**config.mk**
```make
export PLATFORM = sky130hd
export DESIGN_NAME = at_response_line_matcher
export DESIGN_NICKNAME = d
export VERILOG_FILES = /design/src/rtl/alrm_pkg.sv /design/src/rtl/alrm_cfg.sv /design/src/rtl/alrm_step.sv /design/src/rtl/alrm_core.sv /design/src/rtl/at_response_line_matcher.sv
export SDC_FILE = /design/constraint.sdc
export NUM_CORES = 1
export LEC_CHECK = 0
export ABC_CLOCK_PERIOD_IN_PS = 3200
export BUFFER_PORTS_ARGS = -buffer_cell sky130_fd_sc_hd__buf_2
export CAP_MARGIN = 20
export CORE_UTILIZATION = 41
export CTS_CLUSTER_DIAMETER = 100
export DETAILED_ROUTE_END_ITERATION = 10
export GPL_TIMING_DRIVEN = 0
export SLEW_MARGIN = 20
export SYNTH_ARGS = -nofsm -noshare
export SYNTH_HDL_FRONTEND = slang
export SYNTH_SLANG_ARGS = --single-unit
```
**constraint.sdc**
```tcl
create_clock -name clk -period 3.2 [get_ports clk]
set_input_delay 0.64 -clock clk [delete_from_list [all_inputs] [get_ports clk]]
set_output_delay 0.64 -clock clk [all_outputs]
set_load 0.05 [all_outputs]
```
**src/rtl/alrm_pkg.sv**
```systemverilog
package alrm_pkg;

  // pattern characters held per pattern register, and the line buffer size
  localparam int PATTERN_CHARS    = 8;
  localparam int LINE_BUFFER_SIZE = 256;

  // line control characters
  localparam logic [7:0] CH_CR = 8'd13;
  localparam logic [7:0] CH_LF = 8'd10;

  // reset values of the configuration registers
  localparam logic [23:0] TIMEOUT_TICKS_RST = 24'd600000;
  localparam logic [7:0]  LINE_LIMIT_RST    = 8'd255;

  // largest usable line limit
  localparam logic [7:0] LIMIT_CAP   = 8'(LINE_BUFFER_SIZE - 1);
  localparam logic [3:0] PAT_LEN_CAP = 4'(PATTERN_CHARS);

  // configuration register indexes
  localparam int CFG_IDX_W = 3;
  localparam logic [CFG_IDX_W-1:0] CFG_SUCCESS_PATTERN = 3'd0;
  localparam logic [CFG_IDX_W-1:0] CFG_SUCCESS_LENGTH  = 3'd1;
  localparam logic [CFG_IDX_W-1:0] CFG_FAILURE_PATTERN = 3'd2;
  localparam logic [CFG_IDX_W-1:0] CFG_FAILURE_LENGTH  = 3'd3;
  localparam logic [CFG_IDX_W-1:0] CFG_TIMEOUT_TICKS   = 3'd4;
  localparam logic [CFG_IDX_W-1:0] CFG_LINE_LIMIT      = 3'd5;
  localparam int CFG_DATA_W = 64;

  typedef enum logic [1:0] {
    OP_START = 2'd0,
    OP_BYTE  = 2'd1,
    OP_TICK  = 2'd2
  } op_t;

  typedef enum logic [2:0] {
    STAT_SUCCESS  = 3'd0,
    STAT_FAILURE  = 3'd1,
    STAT_ANY_LINE = 3'd2,
    STAT_TIMEOUT  = 3'd3,
    STAT_OVERFLOW = 3'd4
  } status_t;

  typedef struct packed {
    op_t        op;
    logic [7:0] rx_byte;
  } in_item_t;

  typedef struct packed {
    status_t    status;
    logic [7:0] line_length;
  } out_item_t;

  typedef struct packed {
    logic [63:0] success_pattern;
    logic [3:0]  success_length;
    logic [63:0] failure_pattern;
    logic [3:0]  failure_length;
    logic [23:0] timeout_ticks;
    logic [7:0]  line_limit;
  } cfg_t;

  typedef struct packed {
    logic        searching;
    logic [7:0]  line_position;
    logic        previous_was_cr;
    logic        success_matching;
    logic        failure_matching;
    logic [23:0] ticks_left;
  } search_state_t;

  // pattern length as used, capped at the pattern register size
  function automatic logic [3:0] clamp_len(input logic [3:0] n);
    return (n > PAT_LEN_CAP) ? PAT_LEN_CAP : n;
  endfunction

  // line limit as used, capped below the line buffer size
  function automatic logic [7:0] eff_limit(input logic [7:0] lim);
    return (lim > LIMIT_CAP) ? LIMIT_CAP : lim;
  endfunction

endpackage

```
**src/rtl/alrm_cfg.sv**
```systemverilog
module alrm_cfg (
  input  logic                             clk,
  input  logic                             rst_n,
  input  logic                             cfg_we,
  input  logic [alrm_pkg::CFG_IDX_W-1:0]   cfg_index,
  input  logic [alrm_pkg::CFG_DATA_W-1:0]  cfg_wdata,
  output alrm_pkg::cfg_t                   cfg
);
  import alrm_pkg::*;

  cfg_t cfg_r;

  // register writes, unknown indexes dropped
  always_ff @(posedge clk) begin
    if (!rst_n) begin
      cfg_r.success_pattern <= '0;
      cfg_r.success_length  <= '0;
      cfg_r.failure_pattern <= '0;
      cfg_r.failure_length  <= '0;
      cfg_r.timeout_ticks   <= TIMEOUT_TICKS_RST;
      cfg_r.line_limit      <= LINE_LIMIT_RST;
    end else if (cfg_we) begin
      unique case (cfg_index)
        CFG_SUCCESS_PATTERN: cfg_r.success_pattern <= cfg_wdata;
        CFG_SUCCESS_LENGTH:  cfg_r.success_length  <= cfg_wdata[3:0];
        CFG_FAILURE_PATTERN: cfg_r.failure_pattern <= cfg_wdata;
        CFG_FAILURE_LENGTH:  cfg_r.failure_length  <= cfg_wdata[3:0];
        CFG_TIMEOUT_TICKS:   cfg_r.timeout_ticks   <= cfg_wdata[23:0];
        CFG_LINE_LIMIT:      cfg_r.line_limit      <= cfg_wdata[7:0];
        default: ;
      endcase
    end
  end

  assign cfg = cfg_r;

endmodule

```
**src/rtl/alrm_step.sv**
```systemverilog
module alrm_step (
  input  alrm_pkg::cfg_t          cfg,
  input  alrm_pkg::search_state_t cur,
  input  alrm_pkg::in_item_t      item,
  output alrm_pkg::search_state_t nxt,
  output logic                    res_valid,
  output alrm_pkg::out_item_t     res
);
  import alrm_pkg::*;

  logic [3:0] slen;
  logic [3:0] flen;
  logic [7:0] limit;
  logic [8:0] pos_inc;
  logic [7:0] s_char;
  logic [7:0] f_char;
  logic       s_ok;
  logic       f_ok;
  logic       s_hit;
  logic       f_hit;
  logic       line_end;

  // pattern characters at the current line position
  assign slen    = clamp_len(cfg.success_length);
  assign flen    = clamp_len(cfg.failure_length);
  assign limit   = eff_limit(cfg.line_limit);
  assign pos_inc = {1'b0, cur.line_position} + 9'd1;
  assign s_char  = cfg.success_pattern[{cur.line_position[2:0], 3'b000} +: 8];
  assign f_char  = cfg.failure_pattern[{cur.line_position[2:0], 3'b000} +: 8];

  // running prefix match, including this byte
  assign s_ok = cur.success_matching &&
                !((cur.line_position < {4'b0, slen}) && (s_char != item.rx_byte));
  assign f_ok = cur.failure_matching &&
                !((cur.line_position < {4'b0, flen}) && (f_char != item.rx_byte));

  // pattern hits at a line end
  assign s_hit    = (slen != 4'd0) && ({5'b0, slen} <= pos_inc) && s_ok;
  assign f_hit    = (flen != 4'd0) && ({5'b0, flen} <= pos_inc) && f_ok;
  assign line_end = (item.rx_byte == CH_LF) && cur.previous_was_cr;

  // next search state and result
  always_comb begin
    nxt             = cur;
    res_valid       = 1'b0;
    res.status      = STAT_SUCCESS;
    res.line_length = cur.line_position;
    case (item.op)
      OP_START: begin
        nxt.searching        = 1'b1;
        nxt.ticks_left       = cfg.timeout_ticks;
        nxt.line_position    = '0;
        nxt.previous_was_cr  = 1'b0;
        nxt.success_matching = 1'b1;
        nxt.failure_matching = 1'b1;
      end
      OP_TICK: begin
        if (cur.searching) begin
          if (cur.ticks_left <= 24'd1) begin
            nxt.ticks_left = '0;
            nxt.searching  = 1'b0;
            res_valid      = 1'b1;
            res.status     = STAT_TIMEOUT;
          end else begin
            nxt.ticks_left = cur.ticks_left - 24'd1;
          end
        end
      end
      OP_BYTE: begin
        if (cur.searching) begin
          nxt.success_matching = s_ok;
          nxt.failure_matching = f_ok;
          if (line_end) begin
            if (s_hit) begin
              nxt.searching = 1'b0;
              res_valid     = 1'b1;
              res.status    = STAT_SUCCESS;
            end else if (f_hit) begin
              nxt.searching = 1'b0;
              res_valid     = 1'b1;
              res.status    = STAT_FAILURE;
            end else if (slen == 4'd0 && flen == 4'd0) begin
              nxt.searching = 1'b0;
              res_valid     = 1'b1;
              res.status    = STAT_ANY_LINE;
            end else begin
              // unmatched line, start over
              nxt.line_position    = '0;
              nxt.previous_was_cr  = 1'b0;
              nxt.success_matching = 1'b1;
              nxt.failure_matching = 1'b1;
            end
          end else begin
            nxt.previous_was_cr = (item.rx_byte == CH_CR);
            if (pos_inc >= {1'b0, limit}) begin
              nxt.searching = 1'b0;
              res_valid     = 1'b1;
              res.status    = STAT_OVERFLOW;
            end else begin
              nxt.line_position = pos_inc[7:0];
            end
          end
        end
      end
      default: ;
    endcase
  end

endmodule

```
**src/rtl/alrm_core.sv**
```systemverilog
module alrm_core (
  input  logic                clk,
  input  logic                rst_n,
  input  alrm_pkg::cfg_t      cfg,
  input  logic                in_valid,
  output logic                in_ready,
  input  alrm_pkg::in_item_t  in_data,
  output logic                out_valid,
  input  logic                out_ready,
  output alrm_pkg::out_item_t out_data
);
  import alrm_pkg::*;

  logic          item_valid_r;
  in_item_t      item_r;
  search_state_t state_r;
  search_state_t state_nxt;
  logic          out_valid_r;
  out_item_t     out_data_r;
  logic          res_valid;
  out_item_t     res;
  logic          advance;

  // held item moves on whenever the result register is free or draining
  assign advance  = item_valid_r && (!out_valid_r || out_ready);
  assign in_ready = !item_valid_r || advance;

  alrm_step u_step (
    .cfg       (cfg),
    .cur       (state_r),
    .item      (item_r),
    .nxt       (state_nxt),
    .res_valid (res_valid),
    .res       (res)
  );

  // input register
  always_ff @(posedge clk) begin
    if (!rst_n) begin
      item_valid_r <= 1'b0;
    end else if (in_ready) begin
      item_valid_r <= in_valid;
    end
  end

  always_ff @(posedge clk) begin
    if (in_ready && in_valid) begin
      item_r <= in_data;
    end
  end

  // search state
  always_ff @(posedge clk) begin
    if (!rst_n) begin
      state_r.searching        <= 1'b0;
      state_r.line_position    <= '0;
      state_r.previous_was_cr  <= 1'b0;
      state_r.success_matching <= 1'b1;
      state_r.failure_matching <= 1'b1;
      state_r.ticks_left       <= '0;
    end else if (advance) begin
      state_r <= state_nxt;
    end
  end

  // result register
  always_ff @(posedge clk) begin
    if (!rst_n) begin
      out_valid_r <= 1'b0;
    end else if (advance) begin
      out_valid_r <= res_valid;
    end else if (out_ready) begin
      out_valid_r <= 1'b0;
    end
  end

  always_ff @(posedge clk) begin
    if (advance && res_valid) begin
      out_data_r <= res;
    end
  end

  assign out_valid = out_valid_r;
  assign out_data  = out_data_r;

endmodule

```
**src/rtl/at_response_line_matcher.sv**
```systemverilog
// Path: a result beat passes the input register, the compare and counter logic and the
// result register; a held beat waits in the input register behind a stalled result.
// Throughput: one input beat per cycle unless a result stalls, set by a single pass of
// compare and counter logic between the input register and the result register.
// Reset: synchronous, active low; clears the search to idle, the line state, the
// tick count and the held beats, and loads the configuration defaults.
module at_response_line_matcher (
  input  logic                             clk,
  input  logic                             rst_n,
  input  logic                             cfg_we,
  input  logic [alrm_pkg::CFG_IDX_W-1:0]   cfg_index,
  input  logic [alrm_pkg::CFG_DATA_W-1:0]  cfg_wdata,
  input  logic                             in_valid,
  output logic                             in_ready,
  input  alrm_pkg::in_item_t               in_data,
  output logic                             out_valid,
  input  logic                             out_ready,
  output alrm_pkg::out_item_t              out_data
);
  import alrm_pkg::*;

  cfg_t cfg;

  alrm_cfg u_cfg (
    .clk       (clk),
    .rst_n     (rst_n),
    .cfg_we    (cfg_we),
    .cfg_index (cfg_index),
    .cfg_wdata (cfg_wdata),
    .cfg       (cfg)
  );

  alrm_core u_core (
    .clk       (clk),
    .rst_n     (rst_n),
    .cfg       (cfg),
    .in_valid  (in_valid),
    .in_ready  (in_ready),
    .in_data   (in_data),
    .out_valid (out_valid),
    .out_ready (out_ready),
    .out_data  (out_data)
  );

`ifndef SYNTHESIS
  // input only backs up behind a stalled result
  a_ready_stall: assert property (@(posedge clk) disable iff (!rst_n)
    !in_ready |-> (out_valid && !out_ready))
    else $error("input stalled without a stalled result");

  // success needs a configured success pattern
  a_success_cfg: assert property (@(posedge clk) disable iff (!rst_n)
    (out_valid && out_data.status == STAT_SUCCESS) |-> (cfg.success_length != 4'd0))
    else $error("success reported with no success pattern");

  // overflow only at the line limit
  a_overflow_pos: assert property (@(posedge clk) disable iff (!rst_n)
    (out_valid && out_data.status == STAT_OVERFLOW) |->
      (({1'b0, out_data.line_length} + 9'd1) >= {1'b0, eff_limit(cfg.line_limit)}))
    else $error("overflow reported below the line limit");
`endif

endmodule

```
---- Word-level counts from Yosys, hierarchy flattened ----
Cells that the tools add are included.
word-level totals
  bits in registers ....................... 227
  input port bits ......................... 82
  output and inout port bits .............. 13
  logic and storage cells ................. 129
operators by class
  $add $sub $neg .......................... 2
  magnitude comparators ................... 9
  equal/unequal tests ..................... 17
  shifts and indexed selects .............. 2
  muxes and demuxes ....................... 41
  reductions and logical operators ........ 40
operators by type and width
  kind                                                                     number
  64-bit by 7-bit indexed part select with 8-bit output                    2
  24-bit two-way mux                                                       2
  24-bit one-hot mux with 2 select lines                                   1
  11-bit two-way mux                                                       3
  24-bit by 1-bit <= comparator with 1-bit output (second input constant)  1
  24-bit by 1-bit subtractor with 24-bit output (second input constant)    1
  11-bit one-hot mux with 2 select lines                                   1
  4-bit by 9-bit <= comparator with 1-bit output                           2
  8-bit by 4-bit equality test with 1-bit output (second input constant)   2
  8-bit by 4-bit less-than comparator with 1-bit output                    2
  1-bit two-way mux                                                        16
  8-bit two-way mux                                                        2
  8-bit != test                                                            2
  2-bit AND reduction                                                      7
  1-bit logical AND                                                        13
  12-bit two-way mux                                                       1
  2-bit two-way mux                                                        6
  3-bit != test (second input constant)                                    4
  10-bit two-way mux                                                       1
  8-bit by 1-bit adder with 9-bit output (second input constant)           1
  9-bit by 8-bit >= comparator with 1-bit output                           1
  3-bit two-way mux                                                        3
  4-bit greater-than comparator (second input constant)                    2
  8-bit greater-than comparator (second input constant)                    1
  other kinds (21)                                                         34

---- Logic depth before layout (Yosys ltp) ----
Gate-level depths: netlist of the first run.
  depth after elaboration ................. 13
  depth in mapped cells ................... 15
  gate-level depth less buffers ........... 13

---- Cells and area by module ----
A second synthesis of the first run with hierarchy kept.
unflattened totals
  cells, all modules ...................... 1317
  area total of the unflattened synthesis .. 12195.4 um2
modules (own cells, without submodules)
  module     times used  cells an instance  area each (um2)  sequential area each (um2)
  alrm_cfg   1           636                6444.9           3363.2
  alrm_step  1           491                3545.9           0.0
  alrm_core  1           190                2204.6           1391.3

---- Worst setup path before layout of the first run ----
Ideal clock, no wire load.
  path type ............................... reg2reg
  start point ............................. reg u_core.state_r[28] (netlist bit)
  end point ............................... reg u_core.out_data_r (netlist bit u_core.out_data[0]), enable pin
  library setup time ...................... 0.378 ns
  arrival ................................. 2.899 ns
  required time ........................... 2.822 ns
  setup slack ............................. -0.077 ns
  stages on the path, launching flop included .. 13
  path buffers ............................ 3
  period minus slack after synthesis ...... 3.277 ns
  cell sequence ........................... dfxtp_1 buf_6 buf_6 buf_2 mux4_2 mux2i_1 xor2_1 o2111ai_1 o31ai_4 a21oi_2 a211oi_1 nor2_1 nor2_1
between the ends
  word-level cells in the longest chain between the ends .. 12
  elaborated cells between the ends (all ways) .. 27
  those cells by class .................... add/sub: 1; order compare: 5; eq/ne: 2; shift: 2; mux: 6; reduce/logical: 11
RTL lines
  what                                                                            RTL line         source
  start: declaration                                                              alrm_core.sv:16  search_state_t state_r;
  start signal: assignment                                                        alrm_core.sv:62  state_r <= state_nxt;
  branches (longest 8 deep; another with 8-bit by 1-bit adder with 9-bit output)  n/a
  1-bit two-way mux (*)                                                           alrm_step.sv:73  if (line_end) begin
  1-bit two-way mux (*)                                                           alrm_step.sv:70  if (cur.searching) begin
  1-bit one-hot mux with 2 select lines (*)                                       alrm_step.sv:48  case (item.op)
  1-bit logical AND (*)                                                           alrm_core.sv:78  if (advance && res_valid) begin
  end signal: assignment                                                          alrm_core.sv:79  out_data_r <= res;
  end: declaration                                                                alrm_core.sv:19  out_item_t out_data_r;
Mark *: on every way between the ends.
A chain may end at the register's enable or synchronous reset.

---- Worst setup path after layout of the first run ----
Ends and elaborated chain as after synthesis.

==> results.json, run 1 <==
{
  "ys_types": 66,
  "preCtsSetupSlack_ps": -697,
  "maxCapViolCount": 0,
  "power.leakage_nw": 4.68,
  "yosys.area.top_type_share_pct": 38.1,
  "drv_slew": 0,
  "critical-path-slowest-cell": "mux4_2",
  "antenna_found_initial": 0,
  "hold_class": "in -> reg",
  "dieArea_um2": 27000,
  "rsz0062_at_grt": "yes",
  "rr_startpoint": "u_core.state_r[28]",
  "worst_slack_ps": 52.7,
  "clock-root-buffer": "clkbuf_16",
  "fin_nets": 1537,
  "switchingPower_w": 0.00161,
  "firstDrtPassIters": 5,
  "whs_ps": 303,
  "cts_buffer_depth": 3,
  "yosys-top-cells-area": "dfxtp_1, nand2_1, a21oi_1",
  "syn-num-nets": 1406,
  "grt_max_degree": 14,
  "detailed_place_hpwl_mm": 26.6,
  "drive_above_1_share_pct": 15.6,
  "path_cells": "buf_12 -> mux4_2 -> mux2i_4 -> xnor2_1 -> a2111o_1 -> nor4_4 -> buf_4 -> o21ai_4 -> a211oi_2 -> nor2_2 -> nor2_4 -> buf_12",
  "drt_wl_total_mm": 35.0,
  "yosysSeqAreaShare_pct": 44.0,
  "syn_area_per_cell_um2": 8.36,
  "rows": 59,
  "critPathCaptureType": "flip-flop",
  "utilization_pct": 49.4,
  "overflow": 0,
  "die_x_um": 164,
  "die_h_um": 164,
  "combPwrFrac_pct": 10.1,
  "tightest_slew_ps": 859,
  "fmaxAchievable_mhz": 318,
  "async_flop_share_pct": 0,
  "crit_family": "compound AO/OA/AOI/OAI gates",
  "synth_top_area_cell": "dfxtp_1",
  "start_util_pct": 41.6,
  "reg2reg_depth": 12,
  "grt_pass1_vias": 9064,
  "swShare_pct": 25.6,
  "ys_ff_latch": 227,
  "clock_skew_ps": 11.8,
  "critPathMaxStageDelay_ps": 530,
  "detail-route-antenna-nets": 0,
  "syn_to_final_growth_pct": 18.7,
  "fillers": 2583,
  "clkTransAtPathRegs_ps": 60,
  "cts_buffers": 25,
  "synth_warnings": 0,
  "netlist_area_um2": 10800,
  "crit_type": "reg -> reg",
  "drt-initial-drc-count": 872,
  "min-delay-start": "in_data[3]",
  "critPathRequiredTime_ps": 3430,
  "coreArea_um2": 26000,
  "drc": 0,
  "cts_tree": "done",
  "synthCells": 1293,
  "vias": 9733,
  "fin_crit_sh_pct": 98.4,
  "start_kind": "flip-flop",
  "setup_viol": 0,
  "period_needed_ps": 3150,
  "place_area_um2": 11700,
  "internal_power_w": 0.00468,
  "r2r_end": "u_core.out_data[0]",
  "multi_input_area_um2": 5700,
  "vias_per_cell": 5.48,
  "io_buffers": 93,
  "critPathMaxFanout": 11,
  "regToRegSetupSlack_ps": 50,
  "io-pin-count": 95,
  "crit_buf_inv": 3,
  "crit_top_cell": "buf_12",
  "diodes": 0,
  "ir_drop_v": 0.000355,
  "synth-edff-count": 21,
  "clock_latency_ps": 520,
  "final-seq-area_um2": 4770,
  "cts_hold_buffers": 0,
  "pwr-share-seq_pct": 47.7,
  "cts_sinks": 227,
  "h-tree-depth": 1,
  "synth_ff_type": "dfxtp_1",
  "slew_headroom_pct": 42.7,
  "grt_use_total_pct": 25.9,
  "clkPwrFrac_pct": 42.3,
  "cp.arrival_ps": 3370,
  "design_area_um2": 12800,
  "finalWeightedCongestion": 0.922,
  "whs_endpoint": "u_core.item_r[3]",
  "power_density_nw_per_um2": 491,
  "grt_pass1_wl_mm": 52.5,
  "wire_per_inst_um": 19.7,
  "whs_path_depth": 1,
  "status": "finished, final reports clean",
  "hold_violations": 0
}
[cells in the mapped netlist (all sizes together) (17+ instances only)]
cell	n
edfxtp	21
a22oi	17
clkbuf	68
inv	39
dfxtp	206
a21oi	167
nor2b	18
ha	31
mux2i	41
o211ai	17
nor2	60
nand2	351
o21ai	43
[per-layer routing]
metal  GRT usage, %  share of wire (%)  up-vias
met3           3.64                6.6       71
met5              0                  0        -
li1               -                  -     4730
met4           8.09                3.3        0
met2           42.4                 45      332
met1           35.3                 45     4600
[worst reg2reg max path, cell delays in order (launching register included)]
cell and delay, ps:
dfxtp_4 390, buf_12 150, mux4_2 540, mux2i_4 200, xnor2_1 90, a2111o_1 380, nor4_4 210, buf_4 180
o21ai_4 100, a211oi_2 260, nor2_2 80, nor2_4 140, buf_12 140
[what timing repair did]
action                     CTS  global route
resized for setup           28            47
setup endpoints to repair   23            29
setup buffers                3             7
pin swaps                    4            12
gates cloned                 0             0
[power groups by stage]
stage / clock [W] / combinational, W / sequential (W)
after floorplan: 0 / 0.000382 / 0.00304
after CTS: 0.00269 / 0.000616 / 0.00300
after global routing: 0.00282 / 0.000695 / 0.00300
after global placement: 0 / 0.000601 / 0.00306
final: 0.00266 / 0.000634 / 0.00300
after detailed placement: 0 / 0.000606 / 0.00306
[worst max path at each step]
stage / startpoint / endpoint / slack [ps] / cells after the start
final: u_core.state_r[28] / u_core.out_data[0] / 50 / 12
after global routing: u_core.state_r[27] / u_core.out_data[1] / -40 / 12
after CTS: u_core.state_r[29] / u_core.state_r[29] / -40 / 16
after detailed placement: u_core.state_r[28] / u_core.out_data[0] / -700 / 12
after global placement: u_core.state_r[28] / u_core.out_data[0] / -690 / 12
after floorplan: u_core.state_r[28] / u_core.out_data[0] / 110 / 12
[stage by stage]
step	power, W	instances	setup TNS [ps]
4_1_cts	0.00631	1768	-359
6_report	0.00629	1775	0
5_1_grt	0.00652	1775	-320
2_1_floorplan	0.00342	1293	0
3_3_place_gp	0.00366	1721	-10300
3_5_place_dp	0.00367	1722	-10490
[cell usage in the layout (no fill, tap or decap), types with 13 or more instances in the layout]
master,n
mux4_2,16
ha_1,31
edfxtp_1,21
clkbuf_1,74
a21oi_1,164
nand2_1,351
a22oi_1,17
o211ai_1,17
nor2_1,56
dfxtp_1,203
o21ai_0,40
mux2i_1,34
inv_1,38
nand3_1,13
nor2b_1,16
clkbuf_16,25
buf_2,96
nand2b_1,13
[registers in the layout (all words and copies together), names as in the netlist]
register / count
u_core.out_valid: 1
u_core.item_valid_r: 1
u_core.state_r: 36
u_core.item_r: 10
u_cfg.cfg: 168
u_core.out_data: 11
[logic make-up after synthesis]
logic type      synth area share [%]
compound gates                  17.4
xor+xnor                        1.78
fa+ha+maj                       3.59
buf+inv                         4.91
flops                           44.0
mux                             7.93
simple gates                    20.5
[area by class of cell]
cell class                 instances  share of cell area [%]
tap                              335                    3.27
multi-input combinational        941                    44.4
clock buffer                      36                    5.51
clock inverter                     7                   0.293
inverter                          42                    1.23
timing repair buffer             104                    4.43
buffer                            83                    3.72
sequential                       227                    37.1
(Power assumes the default switching activity.)
==> run 2, diff against run 1 <==
--- a/config.mk
+++ b/config.mk
@@ -12,6 +12,7 @@
 export CTS_CLUSTER_DIAMETER = 100
 export DETAILED_ROUTE_END_ITERATION = 10
 export GPL_TIMING_DRIVEN = 0
+export SETUP_SLACK_MARGIN = 0.5
 export SLEW_MARGIN = 20
 export SYNTH_ARGS = -nofsm -noshare
 export SYNTH_HDL_FRONTEND = slang
==> results.json, run 2 (synthesized netlist as in run 1, its figures left out) <==
{
  "clock-root-buffer": "clkbuf_16",
  "io-pin-count": 95,
  "clock_skew_ps": 14.1,
  "swShare_pct": 25.3,
  "clkPwrFrac_pct": 45.9,
  "pwr-share-seq_pct": 44.1,
  "whs_endpoint": "u_core.item_r[4]",
  "fmaxAchievable_mhz": 318,
  "cts_hold_buffers": 0,
  "drt-initial-drc-count": 646,
  "crit_top_cell": "buf_12",
  "worst_slack_ps": 60.0,
  "dieArea_um2": 27000,
  "drt_wl_total_mm": 35.5,
  "rows": 59,
  "slew_headroom_pct": 37.3,
  "whs_ps": 280,
  "reg2reg_depth": 11,
  "status": "finished, final reports clean",
  "r2r_end": "u_core.out_data[1]",
  "cts_buffer_depth": 3,
  "firstDrtPassIters": 5,
  "min-delay-start": "in_data[4]",
  "antenna_found_initial": 0,
  "hold_violations": 0,
  "cp.arrival_ps": 3390,
  "cts_buffers": 26,
  "coreArea_um2": 26000,
  "preCtsSetupSlack_ps": -242,
  "setup_viol": 0,
  "power_density_nw_per_um2": 512,
  "vias_per_cell": 5.50,
  "start_kind": "flip-flop",
  "detail-route-antenna-nets": 0,
  "detailed_place_hpwl_mm": 26.4,
  "internal_power_w": 0.00508,
  "final_cell_mix": "nand2_1, dfxtp_1, a21oi_1",
  "crit_buf_inv": 2,
  "tightest_slew_ps": 940,
  "vias": 9862,
  "drive_above_1_share_pct": 17.8,
  "maxCapViolCount": 0,
  "io_buffers": 93,
  "hold_class": "in -> reg",
  "combPwrFrac_pct": 10.0,
  "start_util_pct": 41.6,
  "critPathMaxStageDelay_ps": 530,
  "path_cells": "buf_12 -> mux4_2 -> mux2i_4 -> xnor2_1 -> a2111o_1 -> nor4_4 -> o21ai_2 -> a211oi_2 -> nor2_2 -> nor2_4 -> buf_12",
  "period_needed_ps": 3140,
  "grt_pass1_vias": 9267,
  "critPathMaxFanout": 11,
  "clock_latency_ps": 550,
  "wire_per_inst_um": 19.8,
  "whs_path_depth": 1,
  "die_x_um": 164,
  "switchingPower_w": 0.00172,
  "drc": 0,
  "diodes": 0,
  "crit_family": "compound AO/OA/AOI/OAI gates",
  "critPathCaptureType": "flip-flop",
  "grt_use_total_pct": 26.5,
  "critical-path-slowest-cell": "mux4_2",
  "grt_max_degree": 14,
  "fin_crit_sh_pct": 98.1,
  "grt_pass1_wl_mm": 53.7,
  "drv_slew": 0,
  "clkTransAtPathRegs_ps": 60,
  "fin_nets": 1552,
  "layout_commonest_cell": "nand2_1",
  "regToRegSetupSlack_ps": 60,
  "die_h_um": 164,
  "fillers": 2545,
  "finalWeightedCongestion": 0.924,
  "rr_startpoint": "u_core.state_r[28]",
  "overflow": 0,
  "syn_to_final_growth_pct": 23.0,
  "largest_reg_flops": 168,
  "ir_drop_v": 0.000406,
  "h-tree-depth": 1,
  "rsz0062_at_grt": "yes",
  "power.leakage_nw": 4.88,
  "critPathRequiredTime_ps": 3450,
  "cts_tree": "done",
  "crit_type": "reg -> reg",
  "cts_sinks": 227
}
==> run 2: area by class of cell <==
type | count | area, um2 | area share (%)
Multi-Input combinational cell | 941 | 5790 | 43.5
Sequential cell | 227 | 4770 | 35.8
Clock buffer | 38 | 798 | 6.00
Timing Repair Buffer | 118 | 732 | 5.51
Buffer | 83 | 517 | 3.89
Tap cell | 335 | 419 | 3.15
Inverter | 42 | 160 | 1.20
Clock inverter | 9 | 118 | 0.885
==> run 2: worst max path at each step <==
stage | start | endpoint | slack [ps] | depth (start not counted)
final | u_core.state_r[28] | u_core.out_data[1] | 60 | 11
after global placement | u_core.state_r[27] | u_core.out_data[0] | -230 | 12
after floorplan | u_core.state_r[28] | u_core.out_data[0] | 400 | 11
after global routing | u_core.state_r[28] | u_core.out_data[1] | -20 | 11
after CTS | u_core.state_r[27] | u_core.out_data[1] | 160 | 12
after detailed placement | u_core.state_r[27] | u_core.out_data[0] | -240 | 12
==> run 2: worst register-to-register path, delay by kind of cell, from the launching register on <==
kind,cells,cell delay (ps)
and+or+nand+nor,3,540
muxes,2,740
DFF,1,370
buffers and inverters,2,280
AOI/OAI and AO/OA,3,830
xor gates and xnor gates,1,100
==> run 2: power groups by stage <==
stage	logic, W	clock network (W)	registers, W
after floorplan	0.000384	0	0.00304
after global placement	0.000601	0	0.00306
after detailed placement	0.000608	0	0.00306
after CTS	0.000637	0.00318	0.00300
after global routing	0.000746	0.00327	0.00301
final	0.000680	0.00313	0.00300
==> run 2: per-layer routing <==
| layer | up-vias | part of all wire, % | track usage (%) | routed length [um] |
|---|---|---|---|---|
| li1 | 4764 | - | - | - |
| met1 | 4710 | 45 | 36.7 | 15900 |
| met2 | 324 | 46 | 42.8 | 16400 |
| met3 | 64 | 5.8 | 3.21 | 2050 |
| met4 | 0 | 3.4 | 9.22 | 1200 |
| met5 | - | 0 | 0 | 0 |
==> run 2: repair_timing <==
| action | CTS | global route |
|---|---|---|
| buffers inserted | 18 | 5 |
| resized for setup | 59 | 31 |
| gates cloned | 1 | 0 |
| setup endpoints to repair | 49 | 50 |
| pin swaps | 13 | 15 |
==> run 2: through the flow <==
stage	power (W)	setup TNS [ps]	area [um2]	util, %	instances
6_report	0.00681	0	13300	51.2	1793
5_1_grt	0.00702	-144	13300	51.2	1793
4_1_cts	0.00681	0	13200	50.6	1788
3_5_place_dp	0.00367	-2810	11800	45.2	1722
3_3_place_gp	0.00366	-2730	11700	45.2	1721
2_1_floorplan	0.00342	0	10900	-	1293
